==> config.mk <==
export PLATFORM = sky130hd
export DESIGN_NAME = byte_stream_tokenizer
export DESIGN_NICKNAME = d
export VERILOG_FILES = /design/src/rtl/core/bst_pkg.sv /design/src/rtl/core/byte_stream_tokenizer.sv /design/src/rtl/core/bst_scan.sv /design/src/rtl/core/bst_emit.sv
export SDC_FILE = /design/constraint.sdc
export NUM_CORES = 2
export LEC_CHECK = 0
export BUFFER_PORTS_ARGS = -buffer_cell sky130_fd_sc_hd__buf_2
export CAP_MARGIN = 0
export CORE_MARGIN = 2
export CORE_UTILIZATION = 45
export DETAILED_ROUTE_END_ITERATION = 12
export PLACE_DENSITY = 0.64
export SYNTH_ARGS = -nofsm -noshare
export SYNTH_HDL_FRONTEND = slang
export SYNTH_HIERARCHICAL = 1
export SYNTH_SLANG_ARGS = --single-unit
==> constraint.sdc <==
create_clock -name clock -period 17.7 [get_ports clock]
set_input_delay 1.77 -clock clock [delete_from_list [all_inputs] [get_ports clock]]
set_output_delay 1.77 -clock clock [all_outputs]
set_load 0.05 [all_outputs]
==> src/rtl/core/bst_pkg.sv <==
// ----------------------------------------------------------------------------
// bst_pkg: shared types and constants of the byte stream tokenizer
// Token kinds, scan modes and the event record passed from scanner to emitter.
// ----------------------------------------------------------------------------
package bst_pkg;

   localparam int OFF_W  = 20;
   localparam int LEN_W  = 21;
   localparam int LINE_W = 21;
   localparam int KIND_W = 5;

   localparam logic [KIND_W-1:0] K_DOT    = 5'd5;
   localparam logic [KIND_W-1:0] K_SLASH  = 5'd9;
   localparam logic [KIND_W-1:0] K_BANG   = 5'd11;
   localparam logic [KIND_W-1:0] K_EQ     = 5'd13;
   localparam logic [KIND_W-1:0] K_GT     = 5'd15;
   localparam logic [KIND_W-1:0] K_LT     = 5'd17;
   localparam logic [KIND_W-1:0] K_STRING = 5'd19;
   localparam logic [KIND_W-1:0] K_NUMBER = 5'd20;
   localparam logic [KIND_W-1:0] K_IDENT  = 5'd21;
   localparam logic [KIND_W-1:0] K_KW0    = 5'd22;
   localparam logic [KIND_W-1:0] K_EOF    = 5'd26;
   localparam logic [KIND_W-1:0] K_EBAD   = 5'd27;
   localparam logic [KIND_W-1:0] K_ESTR   = 5'd28;
   localparam logic [KIND_W-1:0] K_EBLK   = 5'd29;

   localparam logic [LINE_W-1:0] LINE_CAP = 21'd1048576;

   typedef enum logic [3:0] {
      M_IDLE, M_PEND, M_LINE, M_BLOCK, M_STR, M_INT, M_DOT, M_FRAC, M_IDENT
   } mode_type;

   typedef struct packed {
      logic [KIND_W-1:0] kind;
      logic [OFF_W-1:0]  start;
      logic [LEN_W-1:0]  len;
      logic [LINE_W-1:0] line;
      logic [7:0]        bad;
      logic              last;
   } tok_type;

   // up to four results per request
   typedef struct packed {
      logic [2:0]   count;
      tok_type [3:0] tok;
   } bundle_type;

   function automatic logic is_digit(input logic [7:0] b);
      return b >= 8'h30 && b <= 8'h39;
   endfunction

   function automatic logic is_alpha(input logic [7:0] b);
      return (b >= 8'h61 && b <= 8'h7A) || (b >= 8'h41 && b <= 8'h5A) || b == 8'h5F;
   endfunction

   function automatic logic [5:0] single_kind(input logic [7:0] b);
      // bit 5 set: not a single-character operator
      case (b)
         8'h28: return 6'd0;
         8'h29: return 6'd1;
         8'h7B: return 6'd2;
         8'h7D: return 6'd3;
         8'h2C: return 6'd4;
         8'h2E: return 6'd5;
         8'h2D: return 6'd6;
         8'h2B: return 6'd7;
         8'h3B: return 6'd8;
         8'h2A: return 6'd10;
         default: return 6'h20;
      endcase
   endfunction

   function automatic logic [KIND_W-1:0] pend_kind(input logic [7:0] p);
      case (p)
         8'h21: return K_BANG;
         8'h3D: return K_EQ;
         8'h3E: return K_GT;
         8'h3C: return K_LT;
         default: return K_SLASH;
      endcase
   endfunction

   // keyword character at a position: and, var, nil, print
   function automatic logic [7:0] kw_char(input logic [1:0] j, input logic [2:0] pos);
      logic [39:0] s;
      case (j)
         2'd0: s = {"and", 16'h0};
         2'd1: s = {"var", 16'h0};
         2'd2: s = {"nil", 16'h0};
         default: s = "print";
      endcase
      return s[39 - 8*pos -: 8];
   endfunction

   function automatic logic [2:0] kw_len(input logic [1:0] j);
      return (j == 2'd3) ? 3'd5 : 3'd3;
   endfunction

endpackage

==> src/rtl/core/byte_stream_tokenizer.sv <==
// ----------------------------------------------------------------------------
// byte_stream_tokenizer: streaming lexical scanner
// Source bytes in, tokens out as kind, offset, length and line.
// ----------------------------------------------------------------------------
// Usage: present one request per cycle on req_* (a byte, a has-byte flag and
// an end-of-source flag). Each request yields zero to four tokens on rsp_*,
// one per cycle while rsp_stall is low; rsp_last_of_run marks its last token.
// The scanner takes a request every cycle while its output register is free;
// the two-bundle queue in the emitter absorbs short stalls. A request that
// yields k tokens holds the emitter until all k are sent, so sustained rate is
// one request per cycle for up to one token per request with rsp_stall low.
// The first token of a request goes through the scanner output register and
// then the emitter queue before it is offered on rsp_*.
// Reset returns the scan state to idle, offset 0, line 1, and empties the
// queue. While rsp_stall is high tokens hold, the queue fills, and then
// req_stall rises.
// ----------------------------------------------------------------------------
module byte_stream_tokenizer
   import bst_pkg::*;
#(
   parameter longint MAX_SOURCE_BYTES = 1048576
) (
   input  logic        clock,
   input  logic        reset,
   input  logic        req_valid,
   output logic        req_stall,
   input  logic [7:0]  req_data_byte,
   input  logic        req_has_byte,
   input  logic        req_end_of_source,
   output logic        rsp_valid,
   input  logic        rsp_stall,
   output logic [4:0]  rsp_kind,
   output logic [19:0] rsp_start_offset,
   output logic [20:0] rsp_lexeme_length,
   output logic [20:0] rsp_line_number,
   output logic [7:0]  rsp_bad_byte,
   output logic        rsp_last_of_run
);

   logic       mid_valid, mid_stall;
   bundle_type mid_bundle;
   tok_type    tok;

   bst_scan #(.MAX_SOURCE_BYTES(MAX_SOURCE_BYTES)) u_scan (
      .clock(clock), .reset(reset),
      .in_valid(req_valid), .in_stall(req_stall),
      .data_byte(req_data_byte), .has_byte(req_has_byte),
      .end_of_source(req_end_of_source),
      .out_valid(mid_valid), .out_stall(mid_stall), .out_bundle(mid_bundle)
   );

   bst_emit u_emit (
      .clock(clock), .reset(reset),
      .in_valid(mid_valid), .in_stall(mid_stall), .in_bundle(mid_bundle),
      .out_valid(rsp_valid), .out_stall(rsp_stall), .out_tok(tok)
   );

   assign rsp_kind          = tok.kind;
   assign rsp_start_offset  = tok.start;
   assign rsp_lexeme_length = tok.len;
   assign rsp_line_number   = tok.line;
   assign rsp_bad_byte      = tok.bad;
   assign rsp_last_of_run   = tok.last;

endmodule

==> src/rtl/core/bst_scan.sv <==
// ----------------------------------------------------------------------------
// bst_scan: front end of the tokenizer
// Accepts one request per cycle unless in_stall is high, steps the scan state
// and produces the bundle of tokens that the request completes.
// ----------------------------------------------------------------------------
module bst_scan
   import bst_pkg::*;
#(
   parameter longint MAX_SOURCE_BYTES = 1048576
) (
   input  logic       clock,
   input  logic       reset,
   input  logic       in_valid,
   output logic       in_stall,
   input  logic [7:0] data_byte,
   input  logic       has_byte,
   input  logic       end_of_source,
   output logic       out_valid,
   input  logic       out_stall,
   output bundle_type out_bundle
);

   localparam int CW = $clog2(MAX_SOURCE_BYTES + 1);
   localparam logic [CW-1:0] OFF_CAP = CW'(MAX_SOURCE_BYTES);
   localparam logic [CW-1:0] CLAMP_LIM =
      (MAX_SOURCE_BYTES - 1 > 1048575) ? CW'(1048575) : CW'(MAX_SOURCE_BYTES - 1);

   mode_type         mode_ff, mode_in;
   logic [CW-1:0]    start_ff, start_in, off_ff, off_in;
   logic [LINE_W-1:0] line_ff, line_in;
   logic [7:0]       pend_ff, pend_in;
   logic [3:0]       cand_ff, cand_in;
   logic [1:0]       utf_ff, utf_in;
   logic             ovalid_ff;
   bundle_type       bundle_ff, bundle_in;
   logic             take;

   assign in_stall   = ovalid_ff && out_stall;
   assign take       = in_valid && !in_stall;
   assign out_valid  = ovalid_ff;
   assign out_bundle = bundle_ff;

   function automatic logic [OFF_W-1:0] cap_off(input logic [CW:0] x);
      return (x > (CW+1)'(1048575)) ? OFF_W'(1048575) : OFF_W'(x);
   endfunction

   function automatic logic [LEN_W-1:0] cap_len(input logic [CW:0] x);
      return (x > (CW+1)'(2097151)) ? LEN_W'(2097151) : LEN_W'(x);
   endfunction

   always_comb begin
      logic [CW:0]   span, span1;
      logic [5:0]    sk;
      logic [2:0]    n;
      logic          do_idle;
      logic [7:0]    b;
      logic [KIND_W-1:0] ik;
      logic [CW-1:0] clamp_cur, dot_off;
      mode_type      fm;
      logic [CW-1:0] fstart, foff;
      logic [LINE_W-1:0] fline;
      logic [7:0]    fpend;
      logic [3:0]    fcand;

      mode_in  = mode_ff;
      start_in = start_ff;
      off_in   = off_ff;
      line_in  = line_ff;
      pend_in  = pend_ff;
      cand_in  = cand_ff;
      utf_in   = utf_ff;
      bundle_in = '0;
      n = 3'd0;
      do_idle = 1'b0;
      b = data_byte;
      ik = K_IDENT;
      fm = mode_ff; fstart = start_ff; foff = off_ff; fline = line_ff;
      fpend = pend_ff; fcand = cand_ff;

      span  = (off_ff > start_ff) ? {1'b0, off_ff - start_ff} : '0;
      span1 = ({1'b0, off_ff} + 1'b1 > {1'b0, start_ff}) ?
              ({1'b0, off_ff} + 1'b1 - {1'b0, start_ff}) : '0;
      clamp_cur = (off_ff > CLAMP_LIM) ? CLAMP_LIM : off_ff;
      dot_off   = (off_ff > 0) ? off_ff - 1'b1 : '0;
      dot_off   = (dot_off > CLAMP_LIM) ? CLAMP_LIM : dot_off;
      for (int j = 0; j < 4; j++)
         if (cand_ff[j] && span == (CW+1)'(kw_len(2'(j)))) ik = K_KW0 + KIND_W'(j);
      sk = single_kind(b);

      if (has_byte) begin
         unique case (mode_ff) inside
            M_PEND: begin
               pend_in = '0;
               if (pend_ff == 8'h2F && b == 8'h2F) mode_in = M_LINE;
               else if (pend_ff == 8'h2F && b == 8'h2A) mode_in = M_BLOCK;
               else if (pend_ff != 8'h2F && b == 8'h3D) begin
                  bundle_in.tok[0] = '{pend_kind(pend_ff) + 1'b1, cap_off({1'b0, start_ff}),
                                       LEN_W'(2), line_ff, 8'h0, 1'b0};
                  n = 3'd1;
                  mode_in = M_IDLE;
               end else begin
                  bundle_in.tok[0] = '{pend_kind(pend_ff), cap_off({1'b0, start_ff}),
                                       LEN_W'(1), line_ff, 8'h0, 1'b0};
                  n = 3'd1;
                  do_idle = 1'b1;
               end
            end
            M_LINE: begin
               if (b == 8'h0A) begin
                  if (line_ff < LINE_CAP) line_in = line_ff + 1'b1;
                  mode_in = M_IDLE;
               end
            end
            M_BLOCK: begin
               if (pend_ff == 8'h2A && b == 8'h2F) begin
                  pend_in = '0;
                  mode_in = M_IDLE;
               end else pend_in = (b == 8'h2A) ? 8'h2A : 8'h00;
            end
            M_STR: begin
               if (utf_ff != 2'd0) utf_in = utf_ff - 1'b1;
               else if (b == 8'h22) begin
                  bundle_in.tok[0] = '{K_STRING, cap_off({1'b0, start_ff}), cap_len(span1),
                                       line_ff, 8'h0, 1'b0};
                  n = 3'd1;
                  mode_in = M_IDLE;
               end else if (b == 8'h0A) begin
                  if (line_ff < LINE_CAP) line_in = line_ff + 1'b1;
               end else if (b < 8'h80) begin
                  utf_in = utf_ff;
               end else if ((b & 8'hE0) == 8'hC0) utf_in = 2'd1;
               else if ((b & 8'hF0) == 8'hE0) utf_in = 2'd2;
               else if ((b & 8'hF8) == 8'hF0) utf_in = 2'd3;
               else begin
                  bundle_in.tok[0] = '{K_ESTR, cap_off({1'b0, start_ff}), cap_len(span1),
                                       line_ff, 8'h0, 1'b0};
                  n = 3'd1;
                  mode_in = M_IDLE;
               end
            end
            M_INT, M_FRAC: begin
               if (is_digit(b)) mode_in = mode_ff;
               else if (mode_ff == M_INT && b == 8'h2E) mode_in = M_DOT;
               else begin
                  bundle_in.tok[0] = '{K_NUMBER, cap_off({1'b0, start_ff}), cap_len(span),
                                       line_ff, 8'h0, 1'b0};
                  n = 3'd1;
                  do_idle = 1'b1;
               end
            end
            M_DOT: begin
               if (is_digit(b)) mode_in = M_FRAC;
               else begin
                  bundle_in.tok[0] = '{K_NUMBER, cap_off({1'b0, start_ff}),
                                       cap_len((span > 0) ? span - 1'b1 : span),
                                       line_ff, 8'h0, 1'b0};
                  bundle_in.tok[1] = '{K_DOT, cap_off({1'b0, dot_off}), LEN_W'(1),
                                       line_ff, 8'h0, 1'b0};
                  n = 3'd2;
                  do_idle = 1'b1;
               end
            end
            M_IDENT: begin
               if (is_digit(b) || is_alpha(b)) begin
                  for (int j = 0; j < 4; j++)
                     if (off_ff >= OFF_CAP || span >= (CW+1)'(kw_len(2'(j))) ||
                         kw_char(2'(j), 3'(span)) != b)
                        cand_in[j] = 1'b0;
               end else begin
                  bundle_in.tok[0] = '{ik, cap_off({1'b0, start_ff}), cap_len(span),
                                       line_ff, 8'h0, 1'b0};
                  n = 3'd1;
                  do_idle = 1'b1;
               end
            end
            default: do_idle = 1'b1;
         endcase

         if (do_idle) begin
            mode_in  = M_IDLE;
            start_in = clamp_cur;
            if (!sk[5]) begin
               bundle_in.tok[n[1:0]] = '{sk[4:0], cap_off({1'b0, clamp_cur}), LEN_W'(1),
                                         line_ff, 8'h0, 1'b0};
               n = n + 1'b1;
            end else if (b == 8'h21 || b == 8'h3D || b == 8'h3C || b == 8'h3E ||
                         b == 8'h2F) begin
               mode_in = M_PEND;
               pend_in = b;
            end else if (b == 8'h20 || b == 8'h0D || b == 8'h09) begin
               mode_in = M_IDLE;
            end else if (b == 8'h0A) begin
               if (line_ff < LINE_CAP) line_in = line_ff + 1'b1;
            end else if (b == 8'h22) begin
               mode_in = M_STR;
               utf_in  = '0;
            end else if (is_digit(b)) mode_in = M_INT;
            else if (is_alpha(b)) begin
               mode_in = M_IDENT;
               for (int j = 0; j < 4; j++) cand_in[j] = (kw_char(2'(j), 3'd0) == b);
            end else begin
               bundle_in.tok[n[1:0]] = '{K_EBAD, cap_off({1'b0, clamp_cur}), LEN_W'(1),
                                         line_ff, b, 1'b0};
               n = n + 1'b1;
            end
         end
         if (off_ff < OFF_CAP) off_in = off_ff + 1'b1;
      end

      if (end_of_source) begin
         fm = mode_in; fstart = start_in; foff = off_in; fline = line_in;
         fpend = pend_in; fcand = cand_in;
         span  = (foff > fstart) ? {1'b0, foff - fstart} : '0;
         clamp_cur = (foff > CLAMP_LIM) ? CLAMP_LIM : foff;
         dot_off = (foff > 0) ? foff - 1'b1 : '0;
         dot_off = (dot_off > CLAMP_LIM) ? CLAMP_LIM : dot_off;
         ik = K_IDENT;
         for (int j = 0; j < 4; j++)
            if (fcand[j] && span == (CW+1)'(kw_len(2'(j)))) ik = K_KW0 + KIND_W'(j);
         unique case (fm) inside
            M_PEND: begin
               bundle_in.tok[n[1:0]] = '{pend_kind(fpend), cap_off({1'b0, fstart}),
                                         LEN_W'(1), fline, 8'h0, 1'b0};
               n = n + 1'b1;
            end
            M_BLOCK, M_STR: begin
               bundle_in.tok[n[1:0]] = '{(fm == M_BLOCK) ? K_EBLK : K_ESTR,
                                         cap_off({1'b0, fstart}), cap_len(span),
                                         fline, 8'h0, 1'b0};
               n = n + 1'b1;
            end
            M_INT, M_FRAC, M_IDENT: begin
               bundle_in.tok[n[1:0]] = '{(fm == M_IDENT) ? ik : K_NUMBER,
                                         cap_off({1'b0, fstart}), cap_len(span),
                                         fline, 8'h0, 1'b0};
               n = n + 1'b1;
            end
            M_DOT: begin
               bundle_in.tok[n[1:0]] = '{K_NUMBER, cap_off({1'b0, fstart}),
                                         cap_len((span > 0) ? span - 1'b1 : span),
                                         fline, 8'h0, 1'b0};
               n = n + 1'b1;
               bundle_in.tok[n[1:0]] = '{K_DOT, cap_off({1'b0, dot_off}), LEN_W'(1),
                                         fline, 8'h0, 1'b0};
               n = n + 1'b1;
            end
            default: n = n;
         endcase
         if (n < 3'd4) begin
            bundle_in.tok[n[1:0]] = '{K_EOF, cap_off({1'b0, clamp_cur}), LEN_W'(0),
                                      fline, 8'h0, 1'b0};
            n = n + 1'b1;
         end
         mode_in = M_IDLE; start_in = '0; off_in = '0; line_in = LINE_W'(1);
         pend_in = '0; cand_in = '0; utf_in = '0;
      end
      if (n != 3'd0) bundle_in.tok[n[1:0] - 2'd1].last = 1'b1;
      bundle_in.count = n;
   end

   always_ff @(posedge clock) begin
      if (reset) begin
         mode_ff   <= M_IDLE;
         start_ff  <= '0;
         off_ff    <= '0;
         line_ff   <= LINE_W'(1);
         pend_ff   <= '0;
         cand_ff   <= '0;
         utf_ff    <= '0;
         ovalid_ff <= 1'b0;
      end else begin
         if (take) begin
            mode_ff  <= mode_in;
            start_ff <= start_in;
            off_ff   <= off_in;
            line_ff  <= line_in;
            pend_ff  <= pend_in;
            cand_ff  <= cand_in;
            utf_ff   <= utf_in;
         end
         if (!in_stall) ovalid_ff <= take && (bundle_in.count != 3'd0);
      end
   end

   always_ff @(posedge clock) begin
      if (take) bundle_ff <= bundle_in;
   end

endmodule

==> src/rtl/core/bst_emit.sv <==
// ----------------------------------------------------------------------------
// bst_emit: back end of the tokenizer
// Queues scanner bundles, sends their tokens one per cycle unless stalled.
// ----------------------------------------------------------------------------
module bst_emit
   import bst_pkg::*;
(
   input  logic       clock,
   input  logic       reset,
   input  logic       in_valid,
   output logic       in_stall,
   input  bundle_type in_bundle,
   output logic       out_valid,
   input  logic       out_stall,
   output tok_type    out_tok
);

   bundle_type  q_ff [2];
   logic        wp_ff, rp_ff;
   logic [1:0]  cnt_ff;
   logic [1:0]  idx_ff;
   logic        push, pop, send;
   bundle_type  head;

   assign head      = q_ff[rp_ff];
   assign in_stall  = (cnt_ff == 2'd2);
   assign push      = in_valid && !in_stall;
   assign out_valid = (cnt_ff != 2'd0);
   assign out_tok   = head.tok[idx_ff];
   assign send      = out_valid && !out_stall;
   // drop the bundle after its last token goes out
   assign pop       = send && ({1'b0, idx_ff} + 3'd1 == head.count);

   always_ff @(posedge clock) begin
      if (reset) begin
         wp_ff  <= 1'b0;
         rp_ff  <= 1'b0;
         cnt_ff <= '0;
         idx_ff <= '0;
      end else begin
         if (push) wp_ff <= !wp_ff;
         if (pop) begin
            rp_ff  <= !rp_ff;
            idx_ff <= '0;
         end else if (send) idx_ff <= idx_ff + 1'b1;
         cnt_ff <= cnt_ff + 2'(push) - 2'(pop);
      end
   end

   always_ff @(posedge clock) begin
      if (push) q_ff[wp_ff] <= in_bundle;
   end

endmodule
==> run_results.csv <==
group,metric,value,unit
global_route,grt_antenna_before_repair,4,
clocking,number_of_buffers_created_by_cts,100,
routing,wl_per_cell,28.0,um
die,initial_core_util,45.4,%
clocking,cts_root_buffer,"sky130_fd_sc_hd__clkbuf_16",
timing,finClkSkew,0.0522,ns
setup_path,rrSetupSlack,7.80,ns
logic_synthesis,yosys.cell_types.count,106,
global_route,grt_first_pass_wirelength,266000,um
pwr,power_per_cell_area,97.7,nW/um2
finish,final_nets,4895,
timing,rsz_0062_raised_after_global_routing,"false",
setup_path,cp_slowest_stage_delay,0.74,ns
logic_synthesis,syn_nets,4917,
logic_synthesis,synthCells,4805,
hold_path,min-delay-start,"u_scan/out_bundle[233]",
die,rows,127,
setup_path,ff_to_ff_end,"u_scan/out_bundle[258]",
routing,drt_iter0_drc,5678,
logic_synthesis,ys_seq_elements,1010,
flow_run,cap_violations,0,
die,fp.coreArea,120000,um2
die,die-height,352,um
logic_synthesis,synth-async-reset-ratio,0,%
clocking,post_cts_hold_buffer_count,0,
global_route,number_of_global_route_vias_before_repair,39400,
die,floorplan.die_area,124000,um2
die,ioPinCount,92,
finish,layout.cells.non_filler,6483,
clocking,cts.repair_timing.setup_buffer_count,0,
routing,total_vias_in_the_final_route,42200,
clocking,worst_case_clock_buffer_depth,3,
timing,max_slew_margin,8.29,%
clocking,tritoncts_num_sinks,1010,
logic_synthesis,yosysTopAreaCellShare,50.8,%
hold_path,hold_end,"u_emit/q_ff[0][233]",
logic_synthesis,yosysSeqAreaShare,54.1,%
routing,post-route-drc-count,0,
timing,timing.final.setup_violations,0,
logic_synthesis,synthDominantAreaCellType,"sky130_fd_sc_hd__edfxtp_1",
placed_design,hpwl,126000,um
timing,timing.setup.tns,0,ns
pwr,vdd_ir_drop_max,0.0902,mV
placed_design,gp_congestion,1.04,
placed_design,port-buffer-count,91,
setup_path,crit_path_start_kind,"input port",
routing,viasPerCell,6.51,
logic_synthesis,number_of_warning_messages_in_the_yosys_log,6,
hold_path,timing.hold.worst.class,"register to register",
logic_synthesis,synth_edf_count,921,
placed_design,postPlaceCellArea,56600,um2
logic_synthesis,synth.area.top_cells,"sky130_fd_sc_hd__edfxtp_1, sky130_fd_sc_hd__mux4_2, sky130_fd_sc_hd__dfxtp_1",
timing,final_hold_viol_count,0,
clocking,clock_tree.htree_level_count,3,
setup_path,critical_path.slowest_cell,"sky130_fd_sc_hd__or4b_1",
hold_path,min_path_cells,0,
die,die_width,352,um
finish,fillerInstances,10600,
pwr,static_leakage,20.6,nW
finish,layout-drive-gt1-share,14.4,%
setup_path,critPathCaptureType,"register",
setup_path,worst_path_most_repeated_cell,"sky130_fd_sc_hd__a21o_1",
global_route,maximum_number_of_pins_on_one_net_before_global_route_repair,160,
clocking,clock_tree_from_tritoncts,"built",
timing,postLayoutSetupSlackWorst,7.07,ns
setup_path,r2r_cells,29,
logic_synthesis,ys.flop_type,"sky130_fd_sc_hd__edfxtp_1",
finish,final_cell_area,59900,um2
timing,maxClockFrequency,0.0940,GHz
placed_design,place_worst_setup_slack,6.56,ns
clocking,clock_insertion_delay_at_the_later_pin_of_the_skew_report,0.74,ns
setup_path,rr_startpoint,"u_scan/off_ff[5]",
setup_path,crit_path_max_fanout,28,
routing,drtPass1Iterations,8,
clocking,cts-resized-gates,0,
global_route,global_route.usage.total,29.0,%
finish,postLayoutCoreUtil,50.0,%
outcome,outcome,"complete, no violations",
timing,finalCritPeriodShare,60.1,%
global_route,overflow,0,
timing,worst_pin_slew,1.36,ns
setup_path,timing.critical_path.required,18.17,ns
routing,drt-total-wl,181000,um
setup_path,critPathArrivalTime,11.11,ns
finish,synthToLayoutAreaGrowth,10.1,%
logic_synthesis,synthesis.area,54400,um2
setup_path,criticalPathCategory,"input port to register",
timing,report.final.slew_viol_count,0,
timing,period_needed,10.63,ns
logic_synthesis,syn_avg_cell_area,11.3,um2
routing,route.antenna.remaining_nets,0,
placed_design,placedCellCount,6293,
clocking,clk_pin_slew_worst_paths,0.06,ns
==> cell usage after synthesis (all sizes together), types with 36 or more instances <==
master / instances
a211oi: 39
a21o: 52
a21oi: 319
a22oi: 145
a31oi: 46
and2: 64
and3: 56
buf: 63
clkbuf: 279
dfxtp: 89
edfxtp: 921
ha: 95
inv: 133
mux2: 81
mux4: 152
nand2: 334
nand2b: 43
nand3: 149
nor2: 468
nor2b: 36
nor3: 95
o211ai: 38
o21ai: 347
o221ai: 63
o22ai: 57
xnor2: 83
xor2: 68
==> registers in the layout (all words and copies together), names as in the netlist, 4 cells and up, named ones only <==
register	cells
u_scan/pend_ff	8
u_scan/off_ff	21
u_scan/start_ff	21
u_scan/line_ff	21
u_emit/q_ff	614
u_scan/cand_ff	4
u_scan/out_bundle	307
u_scan/mode_ff	4
==> kinds of logic (layout without fill, tap and decap cells) <==
group	after synthesis	in the layout	synth area share (%)
muxes	257	257	8.40
xor gates and xnor gates	151	151	2.43
AOI/OAI and AO/OA	1391	1391	16.9
buffers and inverters	481	545	3.54
and+or+nand+nor	1417	1417	12.4
other	0	2	0
adders and majority gates	98	98	2.29
DFF	1010	1010	54.1
==> worst max-delay path: cells and delay by family <==
| kind | cells | cell delay, ns |
|---|---|---|
| fa+ha+maj | 2 | 0.86 |
| compound gates | 14 | 3.82 |
| buf+inv | 5 | 1.08 |
| simple gates | 9 | 3.11 |
| xor+xnor | 1 | 0.41 |
==> worst max-delay path by stage <==
stage	slack, ns	endpoint	start	cells past startpoint
2_1_floorplan	3.43	u_emit/q_ff[0][0]	u_emit/cnt_ff[0]	3
5_1_grt	6.50	u_scan/out_bundle[258]	req_data_byte[1]	31
6_report	7.07	u_scan/out_bundle[258]	req_data_byte[4]	31
3_3_place_gp	6.81	u_scan/out_bundle[258]	req_data_byte[4]	31
3_5_place_dp	6.56	u_scan/out_bundle[258]	req_data_byte[4]	31
4_1_cts	7.33	u_scan/out_bundle[258]	req_data_byte[4]	31
==> stage by stage <==
step	total power, mW	hold slack, ns
global placement	3.72	0.422
detailed placement	3.73	0.429
finish	5.85	0.421
floorplan	3.48	0.421
CTS	5.87	0.427
global route	6.04	0.437
==> per-layer routing <==
layer / wire, um / GRT usage (%) / up-vias
met5: 13 / 0 / -
met2: 78500 / 42.8 / 2568
met3: 19500 / 5.66 / 409
li1: - / - / 18500
met4: 7920 / 12.0 / 2
met1: 75400 / 41.7 / 20700
==> final cells by class <==
type	instances	area (um2)	share of cell area, %
Timing Repair Buffer	218	1430	2.38
Inverter	139	529	0.883
Tap cell	1612	2020	3.36
Clock inverter	62	642	1.07
Sequential cell	1010	29400	49.1
Clock buffer	126	2680	4.47
Antenna cell	2	5.00	0.00835
Multi-Input combinational cell	3314	23200	38.7
==> report_power, final <==
part           internal, mW  switching [mW]  total [mW]
registers              2.73          0.0422        2.77
logic                 0.270           0.666       0.937
clock network          1.20           0.942        2.14
==> placed cells by master (no fill, tap or decap), types with 60 or more instances in the layout <==
master	n
sky130_fd_sc_hd__a21oi_1	317
sky130_fd_sc_hd__a22oi_1	145
sky130_fd_sc_hd__and2_1	60
sky130_fd_sc_hd__buf_2	89
sky130_fd_sc_hd__buf_4	128
sky130_fd_sc_hd__clkbuf_16	100
sky130_fd_sc_hd__dfxtp_1	86
sky130_fd_sc_hd__edfxtp_1	921
sky130_fd_sc_hd__ha_1	95
sky130_fd_sc_hd__inv_1	132
sky130_fd_sc_hd__mux2_2	79
sky130_fd_sc_hd__mux4_2	152
sky130_fd_sc_hd__nand2_1	332
sky130_fd_sc_hd__nand3_1	148
sky130_fd_sc_hd__nor2_1	460
sky130_fd_sc_hd__nor3_1	92
sky130_fd_sc_hd__o21ai_0	328
sky130_fd_sc_hd__o221ai_1	63
sky130_fd_sc_hd__xnor2_1	83
sky130_fd_sc_hd__xor2_1	68
Power figures use the tool's default switching activity.
